File: config.mk
export PLATFORM = sky130hd
export DESIGN_NAME = byte_stream_checksum_engine_core_flat
export DESIGN_NICKNAME = d
export VERILOG_FILES = /design/src/rtl/bsce_pkg.sv /design/src/rtl/bsce_ifs.sv /design/src/rtl/byte_stream_checksum_engine_core.sv /design/src/rtl/bsce_csr.sv /design/src/rtl/bsce_accum.sv /design/src/flat_wrapper.sv
export SDC_FILE = /design/constraint.sdc
export NUM_CORES = 1
export LEC_CHECK = 0
export ABC_AREA = 0
export BUFFER_PORTS_ARGS = -buffer_cell sky130_fd_sc_hd__clkbuf_2
export CAP_MARGIN = 20
export CORE_MARGIN = 2
export CORE_UTILIZATION = 60
export DETAILED_ROUTE_END_ITERATION = 7
export GPL_TIMING_DRIVEN = 0
export MAX_ROUTING_LAYER = met4
export PLACE_DENSITY_LB_ADDON = 0.1
export SKIP_CTS_REPAIR_TIMING = 1
export SYNTH_ARGS = -nofsm -noshare
export SYNTH_HDL_FRONTEND = slang
export SYNTH_SLANG_ARGS = --single-unit
export TNS_END_PERCENT = 50
File: constraint.sdc
create_clock -name clock -period 23.7 [get_ports clock]
set_input_delay 1.185 -clock clock [delete_from_list [all_inputs] [get_ports clock]]
set_output_delay 1.185 -clock clock [all_outputs]
set_load 0.005 [all_outputs]
File: src/rtl/bsce_pkg.sv
package bsce_pkg;

   localparam int ALG_WIDTH   = 4;
   localparam int CHECK_WIDTH = 32;
   localparam int BYTE_WIDTH  = 8;

   typedef logic [ALG_WIDTH-1:0]   alg_type;
   typedef logic [CHECK_WIDTH-1:0] check_type;
   typedef logic [BYTE_WIDTH-1:0]  byte_type;

   // algorithm selector codes
   localparam alg_type ALG_CRC8   = 4'd0;
   localparam alg_type ALG_CRC16  = 4'd1;
   localparam alg_type ALG_CRC32  = 4'd2;
   localparam alg_type ALG_SUM8   = 4'd3;
   localparam alg_type ALG_SUM16  = 4'd4;
   localparam alg_type ALG_XOR8   = 4'd5;
   localparam alg_type ALG_LRC8   = 4'd6;
   localparam alg_type ALG_FLET16 = 4'd7;
   localparam alg_type ALG_FLET32 = 4'd8;

   // register map, word index taken from paddr[2]
   typedef logic reg_index_type;
   localparam reg_index_type REG_ALGORITHM = 1'b0;

   localparam alg_type ALG_RESET = ALG_CRC32;

   localparam logic [7:0]  CRC8_POLY  = 8'h07;
   localparam logic [15:0] CRC16_POLY = 16'hA001;
   localparam logic [31:0] CRC32_POLY = 32'hEDB88320;
   localparam logic [8:0]  FLET16_MOD = 9'd255;
   localparam logic [16:0] FLET32_MOD = 17'd65535;

   typedef struct packed {
      logic    wr;      // register write this cycle
      alg_type wr_alg;  // value being written
      alg_type alg;     // current selector
   } cfg_type;

   typedef struct packed {
      logic     valid;
      byte_type data;
      logic     last;
   } step_type;

   function automatic check_type init_value(input alg_type alg);
      check_type v;
      v = '0;
      if (alg == ALG_CRC16) v = 32'h0000_FFFF;
      if (alg == ALG_CRC32) v = 32'hFFFF_FFFF;
      return v;
   endfunction

   function automatic logic [7:0] crc8_byte(input logic [7:0] r_in, input byte_type b);
      logic [7:0] r;
      r = r_in ^ b;
      for (int i = 0; i < 8; i++) begin
         r = r[7] ? ((r << 1) ^ CRC8_POLY) : (r << 1);
      end
      return r;
   endfunction

   function automatic logic [15:0] crc16_byte(input logic [15:0] r_in, input byte_type b);
      logic [15:0] r;
      r = r_in ^ {8'h00, b};
      for (int i = 0; i < 8; i++) begin
         r = r[0] ? ((r >> 1) ^ CRC16_POLY) : (r >> 1);
      end
      return r;
   endfunction

   function automatic logic [31:0] crc32_byte(input logic [31:0] r_in, input byte_type b);
      logic [31:0] r;
      r = r_in ^ {24'h000000, b};
      for (int i = 0; i < 8; i++) begin
         r = r[0] ? ((r >> 1) ^ CRC32_POLY) : (r >> 1);
      end
      return r;
   endfunction

endpackage

File: src/rtl/bsce_ifs.sv
interface bsce_req_if;
   logic       valid;
   logic       ready;
   logic [7:0] data_byte;
   logic       last_byte;
   modport source (output valid, output data_byte, output last_byte, input ready);
   modport sink (input valid, input data_byte, input last_byte, output ready);
endinterface

interface bsce_rsp_if;
   logic        valid;
   logic        ready;
   logic [31:0] check_value;
   modport source (output valid, output check_value, input ready);
   modport sink (input valid, input check_value, output ready);
endinterface

File: src/rtl/byte_stream_checksum_engine_core.sv
// Each accepted byte enters the input register; a last byte then loads its result into the result register.
// Throughput: one byte per cycle unless stalled; input register -> byte update (8 CRC steps unrolled) -> result.
// A last byte waits in the input register only while an untaken result occupies the output.
// Reset (synchronous, active high): algorithm = crc32, running state at its initial value,
// both pipeline registers empty.
module byte_stream_checksum_engine_core (
   input  logic              clock,
   input  logic              reset,
   bsce_req_if.sink          req_bus,
   bsce_rsp_if.source        rsp_bus,
   input  logic              psel,
   input  logic              penable,
   input  logic              pwrite,
   input  logic [2:0]        paddr,
   input  logic [31:0]       pwdata,
   output logic [31:0]       prdata,
   output logic              pready
);
   import bsce_pkg::*;

   // input register
   logic      s1_valid_ff, s1_valid_in;
   byte_type  s1_byte_ff, s1_byte_in;
   logic      s1_last_ff, s1_last_in;
   logic      s1_advance;

   // result register
   logic      rsp_valid_ff, rsp_valid_in;
   check_type rsp_data_ff, rsp_data_in;
   logic      rsp_load;

   cfg_type   cfg;
   step_type  step;
   check_type check_value;

   bsce_csr u_csr (
      .clock   (clock),
      .reset   (reset),
      .psel    (psel),
      .penable (penable),
      .pwrite  (pwrite),
      .paddr   (paddr),
      .pwdata  (pwdata),
      .prdata  (prdata),
      .pready  (pready),
      .cfg_o   (cfg)
   );

   // a non-last byte never needs the result slot; a last byte needs it free or draining
   assign s1_advance = s1_valid_ff & (~s1_last_ff | ~rsp_valid_ff | rsp_bus.ready);
   assign rsp_load   = s1_advance & s1_last_ff;

   assign req_bus.ready = ~s1_valid_ff | s1_advance;

   assign step.valid = s1_advance;
   assign step.data  = s1_byte_ff;
   assign step.last  = s1_last_ff;

   bsce_accum u_accum (
      .clock   (clock),
      .reset   (reset),
      .cfg_i   (cfg),
      .step_i  (step),
      .check_o (check_value)
   );

   always_comb begin
      s1_valid_in = s1_valid_ff;
      s1_byte_in  = s1_byte_ff;
      s1_last_in  = s1_last_ff;
      if (req_bus.ready) begin
         s1_valid_in = req_bus.valid;
         s1_byte_in  = req_bus.data_byte;
         s1_last_in  = req_bus.last_byte;
      end
   end

   always_comb begin
      rsp_valid_in = rsp_valid_ff & ~rsp_bus.ready;
      rsp_data_in  = rsp_data_ff;
      if (rsp_load) begin
         rsp_valid_in = 1'b1;
         rsp_data_in  = check_value;
      end
   end

   always_ff @(posedge clock) begin
      if (reset) begin
         s1_valid_ff  <= 1'b0;
         rsp_valid_ff <= 1'b0;
      end else begin
         s1_valid_ff  <= s1_valid_in;
         rsp_valid_ff <= rsp_valid_in;
      end
   end

   // payload, no reset needed
   always_ff @(posedge clock) begin
      s1_byte_ff  <= s1_byte_in;
      s1_last_ff  <= s1_last_in;
      rsp_data_ff <= rsp_data_in;
   end

   assign rsp_bus.valid       = rsp_valid_ff;
   assign rsp_bus.check_value = rsp_data_ff;

`ifndef NO_ASSERTIONS
   a_rsp_from_last: assert property (@(posedge clock) disable iff (reset)
      $rose(rsp_valid_ff) |-> $past(s1_valid_ff && s1_last_ff))
      else $error("result appeared without a last byte");

   a_s1_hold: assert property (@(posedge clock) disable iff (reset)
      (s1_valid_ff && !s1_advance) |=> (s1_valid_ff && $stable(s1_byte_ff) && $stable(s1_last_ff)))
      else $error("stalled byte lost or changed");

   a_s1_capture: assert property (@(posedge clock) disable iff (reset)
      (req_bus.valid && req_bus.ready) |=> s1_valid_ff)
      else $error("accepted transaction not captured");
`endif

endmodule

File: src/rtl/bsce_csr.sv
module bsce_csr (
   input  logic                   clock,
   input  logic                   reset,
   input  logic                   psel,
   input  logic                   penable,
   input  logic                   pwrite,
   input  logic [2:0]             paddr,
   input  logic [31:0]            pwdata,
   output logic [31:0]            prdata,
   output logic                   pready,
   output bsce_pkg::cfg_type      cfg_o
);
   import bsce_pkg::*;

   alg_type       alg_ff;
   alg_type       alg_in;
   logic          wr_alg;
   reg_index_type index;

   assign index  = paddr[2];
   assign pready = 1'b1;

   always_comb begin
      wr_alg = 1'b0;
      prdata = '0;
      unique case (index)
         REG_ALGORITHM: begin
            wr_alg = psel & penable & pwrite;
            prdata = {{(32-ALG_WIDTH){1'b0}}, alg_ff};
         end
         default: begin
            wr_alg = 1'b0;
            prdata = '0;
         end
      endcase
   end

   assign alg_in = wr_alg ? pwdata[ALG_WIDTH-1:0] : alg_ff;

   always_ff @(posedge clock) begin
      if (reset) begin
         alg_ff <= ALG_RESET;
      end else begin
         alg_ff <= alg_in;
      end
   end

   assign cfg_o.wr     = wr_alg;
   assign cfg_o.wr_alg = pwdata[ALG_WIDTH-1:0];
   assign cfg_o.alg    = alg_ff;

endmodule

File: src/rtl/bsce_accum.sv
module bsce_accum (
   input  logic                 clock,
   input  logic                 reset,
   input  bsce_pkg::cfg_type    cfg_i,
   input  bsce_pkg::step_type   step_i,
   output bsce_pkg::check_type  check_o
);
   import bsce_pkg::*;

   check_type   running_ff, running_in, running_nx;
   logic [15:0] second_ff, second_in, second_nx;
   logic [8:0]  f16_a, f16_b;
   logic [16:0] f32_a, f32_b;
   logic [8:0]  f16_a_red;
   logic [16:0] f32_a_red;

   // Fletcher sums: operands never exceed the modulus, so one subtract reduces
   always_comb begin
      f16_a     = {1'b0, running_ff[7:0]} + {1'b0, step_i.data};
      f16_a_red = (f16_a >= FLET16_MOD) ? (f16_a - FLET16_MOD) : f16_a;
      f16_b     = {1'b0, second_ff[7:0]} + f16_a_red;
      f32_a     = {1'b0, running_ff[15:0]} + {9'd0, step_i.data};
      f32_a_red = (f32_a >= FLET32_MOD) ? (f32_a - FLET32_MOD) : f32_a;
      f32_b     = {1'b0, second_ff} + f32_a_red;
   end

   always_comb begin
      running_nx = '0;
      second_nx  = '0;
      case (cfg_i.alg)
         ALG_CRC8:  running_nx = {24'd0, crc8_byte(running_ff[7:0], step_i.data)};
         ALG_CRC16: running_nx = {16'd0, crc16_byte(running_ff[15:0], step_i.data)};
         ALG_CRC32: running_nx = crc32_byte(running_ff, step_i.data);
         ALG_SUM8, ALG_LRC8: running_nx = {24'd0, running_ff[7:0] + step_i.data};
         ALG_SUM16: running_nx = {16'd0, running_ff[15:0] + {8'd0, step_i.data}};
         ALG_XOR8:  running_nx = {24'd0, running_ff[7:0] ^ step_i.data};
         ALG_FLET16: begin
            running_nx = {24'd0, f16_a_red[7:0]};
            second_nx  = {8'd0, (f16_b >= FLET16_MOD) ? 8'(f16_b - FLET16_MOD) : f16_b[7:0]};
         end
         ALG_FLET32: begin
            running_nx = {16'd0, f32_a_red[15:0]};
            second_nx  = (f32_b >= FLET32_MOD) ? 16'(f32_b - FLET32_MOD) : f32_b[15:0];
         end
         default: begin
            running_nx = '0;
            second_nx  = '0;
         end
      endcase
   end

   // finished value from the state after this byte
   always_comb begin
      check_o = '0;
      case (cfg_i.alg)
         ALG_CRC8, ALG_SUM8, ALG_XOR8: check_o = {24'd0, running_nx[7:0]};
         ALG_CRC16, ALG_SUM16:         check_o = {16'd0, running_nx[15:0]};
         ALG_CRC32:                    check_o = ~running_nx;
         ALG_LRC8:                     check_o = {24'd0, 8'(8'd0 - running_nx[7:0])};
         ALG_FLET16: check_o = {16'd0, second_nx[7:0], running_nx[7:0]};
         ALG_FLET32: check_o = {second_nx, running_nx[15:0]};
         default:    check_o = '0;
      endcase
   end

   always_comb begin
      running_in = running_ff;
      second_in  = second_ff;
      if (cfg_i.wr) begin
         running_in = init_value(cfg_i.wr_alg);
         second_in  = '0;
      end else if (step_i.valid) begin
         if (step_i.last) begin
            running_in = init_value(cfg_i.alg);
            second_in  = '0;
         end else begin
            running_in = running_nx;
            second_in  = second_nx;
         end
      end
   end

   always_ff @(posedge clock) begin
      if (reset) begin
         running_ff <= init_value(ALG_RESET);
         second_ff  <= '0;
      end else begin
         running_ff <= running_in;
         second_ff  <= second_in;
      end
   end

`ifndef NO_ASSERTIONS
   a_flet16_range: assert property (@(posedge clock) disable iff (reset)
      (cfg_i.alg == ALG_FLET16) |-> (running_ff < 32'd255 && second_ff < 16'd255))
      else $error("fletcher16 sums out of range");

   a_flet32_range: assert property (@(posedge clock) disable iff (reset)
      (cfg_i.alg == ALG_FLET32) |-> (running_ff < 32'd65535 && second_ff != 16'hFFFF))
      else $error("fletcher32 sums out of range");

   a_undef_zero: assert property (@(posedge clock) disable iff (reset)
      (cfg_i.alg > ALG_FLET32) |-> (running_ff == '0 && second_ff == '0))
      else $error("state not zero under undefined selector");
`endif

endmodule

File: src/flat_wrapper.sv
// flat-port wrapper written by rule: the top's interface ports become plain ports
module byte_stream_checksum_engine_core_flat import bsce_pkg::*;
  (clock, reset, psel, penable, pwrite, paddr, pwdata, prdata, pready, req_bus_valid, req_bus_data_byte, req_bus_last_byte, req_bus_ready, rsp_bus_valid, rsp_bus_check_value, rsp_bus_ready);
  bsce_req_if req_bus_i ();
  bsce_rsp_if rsp_bus_i ();
  input  logic clock;
  input  logic reset;
  input  logic psel;
  input  logic penable;
  input  logic pwrite;
  input  logic [2:0] paddr;
  input  logic [31:0] pwdata;
  output logic [31:0] prdata;
  output logic pready;
  input wire logic [$bits(req_bus_i.valid)-1:0] req_bus_valid;
  input wire logic [$bits(req_bus_i.data_byte)-1:0] req_bus_data_byte;
  input wire logic [$bits(req_bus_i.last_byte)-1:0] req_bus_last_byte;
  output wire logic [$bits(req_bus_i.ready)-1:0] req_bus_ready;
  output wire logic [$bits(rsp_bus_i.valid)-1:0] rsp_bus_valid;
  output wire logic [$bits(rsp_bus_i.check_value)-1:0] rsp_bus_check_value;
  input wire logic [$bits(rsp_bus_i.ready)-1:0] rsp_bus_ready;
  assign req_bus_i.valid = req_bus_valid;
  assign req_bus_i.data_byte = req_bus_data_byte;
  assign req_bus_i.last_byte = req_bus_last_byte;
  assign req_bus_ready = req_bus_i.ready;
  assign rsp_bus_valid = rsp_bus_i.valid;
  assign rsp_bus_check_value = rsp_bus_i.check_value;
  assign rsp_bus_i.ready = rsp_bus_ready;
  byte_stream_checksum_engine_core u_core (.clock(clock), .reset(reset), .req_bus(req_bus_i), .rsp_bus(rsp_bus_i), .psel(psel), .penable(penable), .pwrite(pwrite), .paddr(paddr), .pwdata(pwdata), .prdata(prdata), .pready(pready));
endmodule
-- Word level (Yosys, flattened, before mapping)
Index checks and enable logic that the tools add are counted.
- flip-flop bits (word level): 95
- word-level logic and storage cells: 121
- input bits: 51
- reductions and logical operators: 6
- muxes and demuxes: 42
- bitwise gates (word level): 40
- add/sub/neg operators: 11
- $lt $le $gt $ge: 4
- equality and inequality tests: 10
- operators by type and width (operator ; count):
    $mux W32 ; 13
    $pmux W32 S8 ; 1
    $mux W16 ; 12
    $pmux W32 S6 ; 1
    $not A13 Y14 ; 8
    $ge A17 B16 Y1 const B ; 2
    $not A32 Y32 ; 1
    $pmux W16 S2 ; 1
    $xor A32 B8 Y32 ; 1
    $mux W3 ; 8
    $not A2 Y3 ; 8
    $not A3 Y3 ; 8
    $ge A9 B8 Y1 const B ; 2
    $add A16 B17 Y17 ; 1
    $add A16 B8 Y17 ; 1
    $mux W17 ; 1
    $sub A17 B16 Y17 const B ; 1
    $add A16 B8 Y16 ; 1
    $eq A4 B3 Y1 const B ; 4
    $sub A16 B16 Y16 const B ; 1
    $xor A16 B8 Y16 ; 1
    $eq A4 B2 Y1 const B ; 3
    $add A8 B8 Y9 ; 1
    $add A8 B9 Y9 ; 1
    18 further kinds ; 31

-- Logic depth before layout (Yosys ltp)
- depth after elaboration: 21
- gate-level depth with buffers: 32
- mapped depth without buffers: 29

-- Cells and area by module
A second synthesis with hierarchy kept.
- cell total of the unflattened synthesis: 1096
- area total of the unflattened synthesis: 8958.6 um^2
- modules (own cells, without submodules) (module ; cells an instance ; area each (um^2) ; instances):
    bsce_accum ; 986 ; 7134.3 ; 1
    byte_stream_checksum_engine_core ; 52 ; 1340.0 ; 1
    bsce_csr ; 58 ; 484.2 ; 1

-- Worst setup path after synthesis
Ideal clock, no wire load.
- path type: reg-to-reg
- from: register u_core.s1_byte_ff[0]
- to: register u_core.rsp_data_ff[28] (netlist: u_core.rsp_bus.check_value[28]), data pin
- slack: 16.273 ns
- cell stages (with the launch flop): 32
- clock period less this slack: 7.427 ns
- arrival: 7.156 ns
- data required time: 23.429 ns
- cell sequence: edfxtp_1 > ha_1 > fa_1 > buf_4 > a211oi_1 > nor2_1 > xnor2_1 > clkbuf_1 > or3_1 > clkbuf_1 > or2_2 > clkbuf_1 > nor4_1 > ha_1 > nand2b_1 > nor2_4 > xnor2_1 > ha_1 > inv_1 > fa_1 > nor2b_1 > o2111ai_1 > and3_1 > o31ai_1 > a21oi_1 > xnor2_1 > or4b_2 > a211o_1 > a21oi_1 > nor2b_1 > xor2_1 > o22ai_1
- longest elaborated chain between the ends: 12
- elaborated cells on any way between the ends: 21
- ends and longest elaborated chain (what ; RTL line ; text):
    from (decl) ; byte_stream_checksum_engine_core.sv:23 ; byte_type s1_byte_ff, s1_byte_in;
    from (signal assigned) ; byte_stream_checksum_engine_core.sv:99 ; s1_byte_ff <= s1_byte_in;
    parallel branches: the longest is 11 deep, another holds $add A16 B8 Y17 ; -- ;
    $pmux W32 S6 * ; bsce_accum.sv:55 ; case (cfg_i.alg)
    net u_core.check_value[28] ; byte_stream_checksum_engine_core.sv:34 ; check_type check_value;
    to (signal assigned) ; byte_stream_checksum_engine_core.sv:101 ; rsp_data_ff <= rsp_data_in;
    to (decl) ; byte_stream_checksum_engine_core.sv:29 ; check_type rsp_data_ff, rsp_data_in;
Mark *: on every way through the listed nets, which the timed path passes.
A chain may end at the register's enable or synchronous reset.

-- Worst setup path in the final report
- from: register u_core.s1_byte_ff[0]
- to: register u_core.rsp_data_ff[26] (netlist: u_core.rsp_bus.check_value[26]), data pin
- longest elaborated chain between the ends: 13
- elaborated cells on any way between the ends: 22
- ends and longest elaborated chain (what ; RTL line):
    parallel branches: the longest is 12 deep, another holds $add A16 B8 Y17 ; --
    $pmux W32 S6 * ; bsce_accum.sv:55
    net u_core.check_value[26] ; byte_stream_checksum_engine_core.sv:34
Marks and branches as above.

==> reports/results.ini <==
[final_layout]
area_growth_pct = 11.2
fin_util_pct = 67.7
drive_gt1_share_pct = 12.3
fin_area_mm2 = 0.00973
layout.nets = 1282

[critical_path]
crit_path_start = u_core.s1_byte_ff[0]$_DFFE_PP_
r2r-end = u_core.rsp_bus.check_value[26]$_DFFE_PP_
crit_type = flip-flop to flip-flop
cp-start-kind = flip-flop
endpoint = u_core.rsp_bus.check_value[26]$_DFFE_PP_
crit_path_end_kind = flip-flop
crit_arrival_ns = 9.20
cp_max_fo = 10
critPathRequiredTime_ns = 23.81
crit_path_max_incr_delay_ns = 0.71
rr_startpoint = u_core.s1_byte_ff[0]$_DFFE_PP_
critPathSlowestCell = or4b_2
reg2reg_setup_slack_ns = 14.61
rr_worst_depth = 31

[power]
power_frac_comb_pct = 55.8
netSwitchingPower_w = 0.000366
power.share.sequential_pct = 25.2
cellLeakagePower_nw = 3.72
swShare_pct = 46.2
power-per-cell-area_mw_per_mm2 = 81.4
pwr-share-clk_pct = 19.0
intPower_w = 0.000426
vdd_drop_max_v = 0.0000523

[min_path]
min_path_type = flip-flop to flip-flop
min_path_cells = 2
min_from = u_core.u_accum.second_ff[10]$_SDFFE_PP0P_

[clock_network]
cts_buffer_depth = 2
cts-root-buf = clkbuf_16
cts_tree = done
cts_max_level = 3
path_clk_slew_ns = 0.08
cts.sinks = 95
cts_buffers = 9
clk_latency_ns = 0.37

[sta]
fin_skew_ns = 0.0109
fmax_ghz = 0.110
hold_violations = 0
period_minus_slack_ns = 9.09
tns_ns = 0
rsz0062_at_grt = false
max_slew_margin_pct = 29.3
worstMarginPinSlew_ns = 1.03
whs_ns = 0.464
slew_viol_final = 0
setup_viol = 0
finalCritPeriodShare_pct = 38.4

[yosys]
synthTopCellsByArea = edfxtp_1 14%, dfxtp_1 12%, xnor2_1 10%
ys_seq_elements = 95
synth-edff-count = 41
yosysMostFrequentCell = nand2_1
synthFlopType = dfxtp_1
synthTopCellsByCount = 104 x nand2_1, 101 x xnor2_1, 94 x o21ai_0
synth_area_leader_cell = edfxtp_1
synth_mux_area_share_pct = 1.17
synth_simple_gate_area_share_pct = 20.7
synth_top_area_share_pct = 14.1
synth_top_family_by_area = compound AO/OA/AOI/OAI gates
yosysUniqueCellTypes = 86
postSynthAreaPerCell_um2 = 8.03
yosysSeqAreaShare_pct = 26.4
synthXorXnorAreaFrac_pct = 14.8
synth_compound_area_share_pct = 23.7
synth_area_mm2 = 0.00875
synth_fa_ha_area_share_pct = 6.26
async_flop_share_pct = 0
netlist_instances = 1090
yosysWarnings = 0

[global_route]
grt_pass1_vias = 7942
grt_first_pass_wirelength_um = 44600
antenna_found_initial = 1
grt_max_degree = 20
grt_remaining_overflow = 0
track_usage_pct = 37.6

[routing]
vias_per_cell = 6.39
antenna_left = 0
drc = 0
drtIter0Drc = 1347
wl_per_cell_um = 20.9
wl_um = 28800
drt-pass1-iter-count = 6
vias = 8818

[placement]
place_area_mm2 = 0.00942
io_buffers = 58
place.detailed.hpwl_um = 22500
gp_congestion = 1.05

[floorplanning]
die-area_mm2 = 0.0156
die_x_um = 125
core-area_mm2 = 0.0144
die_y_um = 125
rows = 44
start_util_pct = 60.9
io_pins = 118

[outcome]
outcome = complete, no violations

[run]
maxCapViolCount = 0

[critical path, delay by kind of cell, from the launching register on]
family / cells / cell delay (ns)
simple gates: 10 / 2.47
buf+inv: 5 / 1.19
xor+xnor: 4 / 1.11
fa+ha+maj: 5 / 1.53
compound gates: 7 / 2.13
flops: 1 / 0.37
[worst min-delay path by stage]
stage	endpoint	slack, ns
CTS	u_core.u_accum.second_ff[10]$_SDFFE_PP0P_	0.46
global route	u_core.u_accum.second_ff[10]$_SDFFE_PP0P_	0.48
finish	u_core.u_accum.second_ff[10]$_SDFFE_PP0P_	0.46
floorplan	u_core.u_accum.second_ff[11]$_SDFFE_PP0P_	0.43
global placement	u_core.u_accum.second_ff[13]$_SDFFE_PP0P_	0.44
detailed placement	u_core.u_accum.second_ff[15]$_SDFFE_PP0P_	0.45
[cell families after synthesis]
logic type / Yosys count
compound gates: 317
xor+xnor: 146
fa+ha+maj: 42
buf+inv: 119
flops: 95
mux: 10
other cells: 2
simple gates: 359
[cells in the final DEF, fill, tap and decap left out, types with 5 or more instances in the layout]
master     netlist  layout
xor2_1          44      44
or3_1            8       8
a31oi_1         15      15
mux2i_1          8       8
a211oi_1        15      15
conb_1           2      29
and2_1          12      12
o22ai_1         30      30
inv_1           25      25
nor3_1          23      23
xnor2_1        101     101
and3_1           8       8
nand3b_1         7       7
o221ai_1         9       9
edfxtp_1        41      41
ha_1            39      39
o21ai_0         94      94
clkbuf_16        0       9
a21oi_1         55      55
clkbuf_2         0      58
a21o_1          14      14
buf_4           30      30
nand2b_1        15      15
o21a_1          10      10
nor4_1          13      13
dfxtp_1         54      54
nand3_1         22      22
clkbuf_1        49      49
nand4_1         11      11
o211ai_1         9       9
nor2b_1         15      15
o31ai_1          9       9
buf_2            5       6
nand2_1        104     104
buf_1            5       5
or2_2            8       8
nor2_1          84      83
[registers in the layout (all words and copies together) (netlist names)]
name / flops
u_core.u_accum.second_ff: 16
u_core.rsp_bus.valid: 1
u_core.u_csr.alg_ff: 4
u_core.s1_last_ff: 1
u_core.u_accum.running_ff: 32
u_core.s1_valid_ff: 1
u_core.rsp_bus.check_value: 32
u_core.s1_byte_ff: 8
[power groups by stage]
stage / Sequential [W] / Clock, W / Combinational [W]
2_1_floorplan: 0.000202 / 0 / 0.000307
3_3_place_gp: 0.000203 / 0 / 0.000421
3_5_place_dp: 0.000203 / 0 / 0.000423
4_1_cts: 0.000199 / 0.000151 / 0.000426
5_1_grt: 0.000200 / 0.000156 / 0.000474
6_report: 0.000199 / 0.000150 / 0.000442
[layer usage]
metal | routed length [um] | vias up | part of all wire, % | track usage [%]
li1 | - | 4114 | - | -
met4 | 779 | 0 | 2.7 | 10.1
met3 | 3290 | 67 | 11 | 9.84
met5 | 0 | - | 0 | -
met2 | 12700 | 482 | 44 | 56.5
met1 | 12000 | 4155 | 42 | 50.6
[metrics by stage]
stage                     cells  power, W  worst slack, ns
final                      1379  0.000792            14.61
after global routing       1379  0.000830            14.20
after CTS                  1377  0.000777            14.89
after detailed placement   1361  0.000626            14.93
after global placement     1359  0.000624            14.91
after floorplan            1117  0.000508            16.27
[area by class of cell]
class,instances,area (um2)
fill,1303,4640
antenna,1,2.50
clock inverter,7,75.1
tap,184,230
clock buffer,9,225
buffer,93,498
inverter,26,97.6
multi-input combinational,903,5950
sequential,95,2310
timing repair buffer,61,334
No activity file was read; power rests on OpenSTA's default activity.
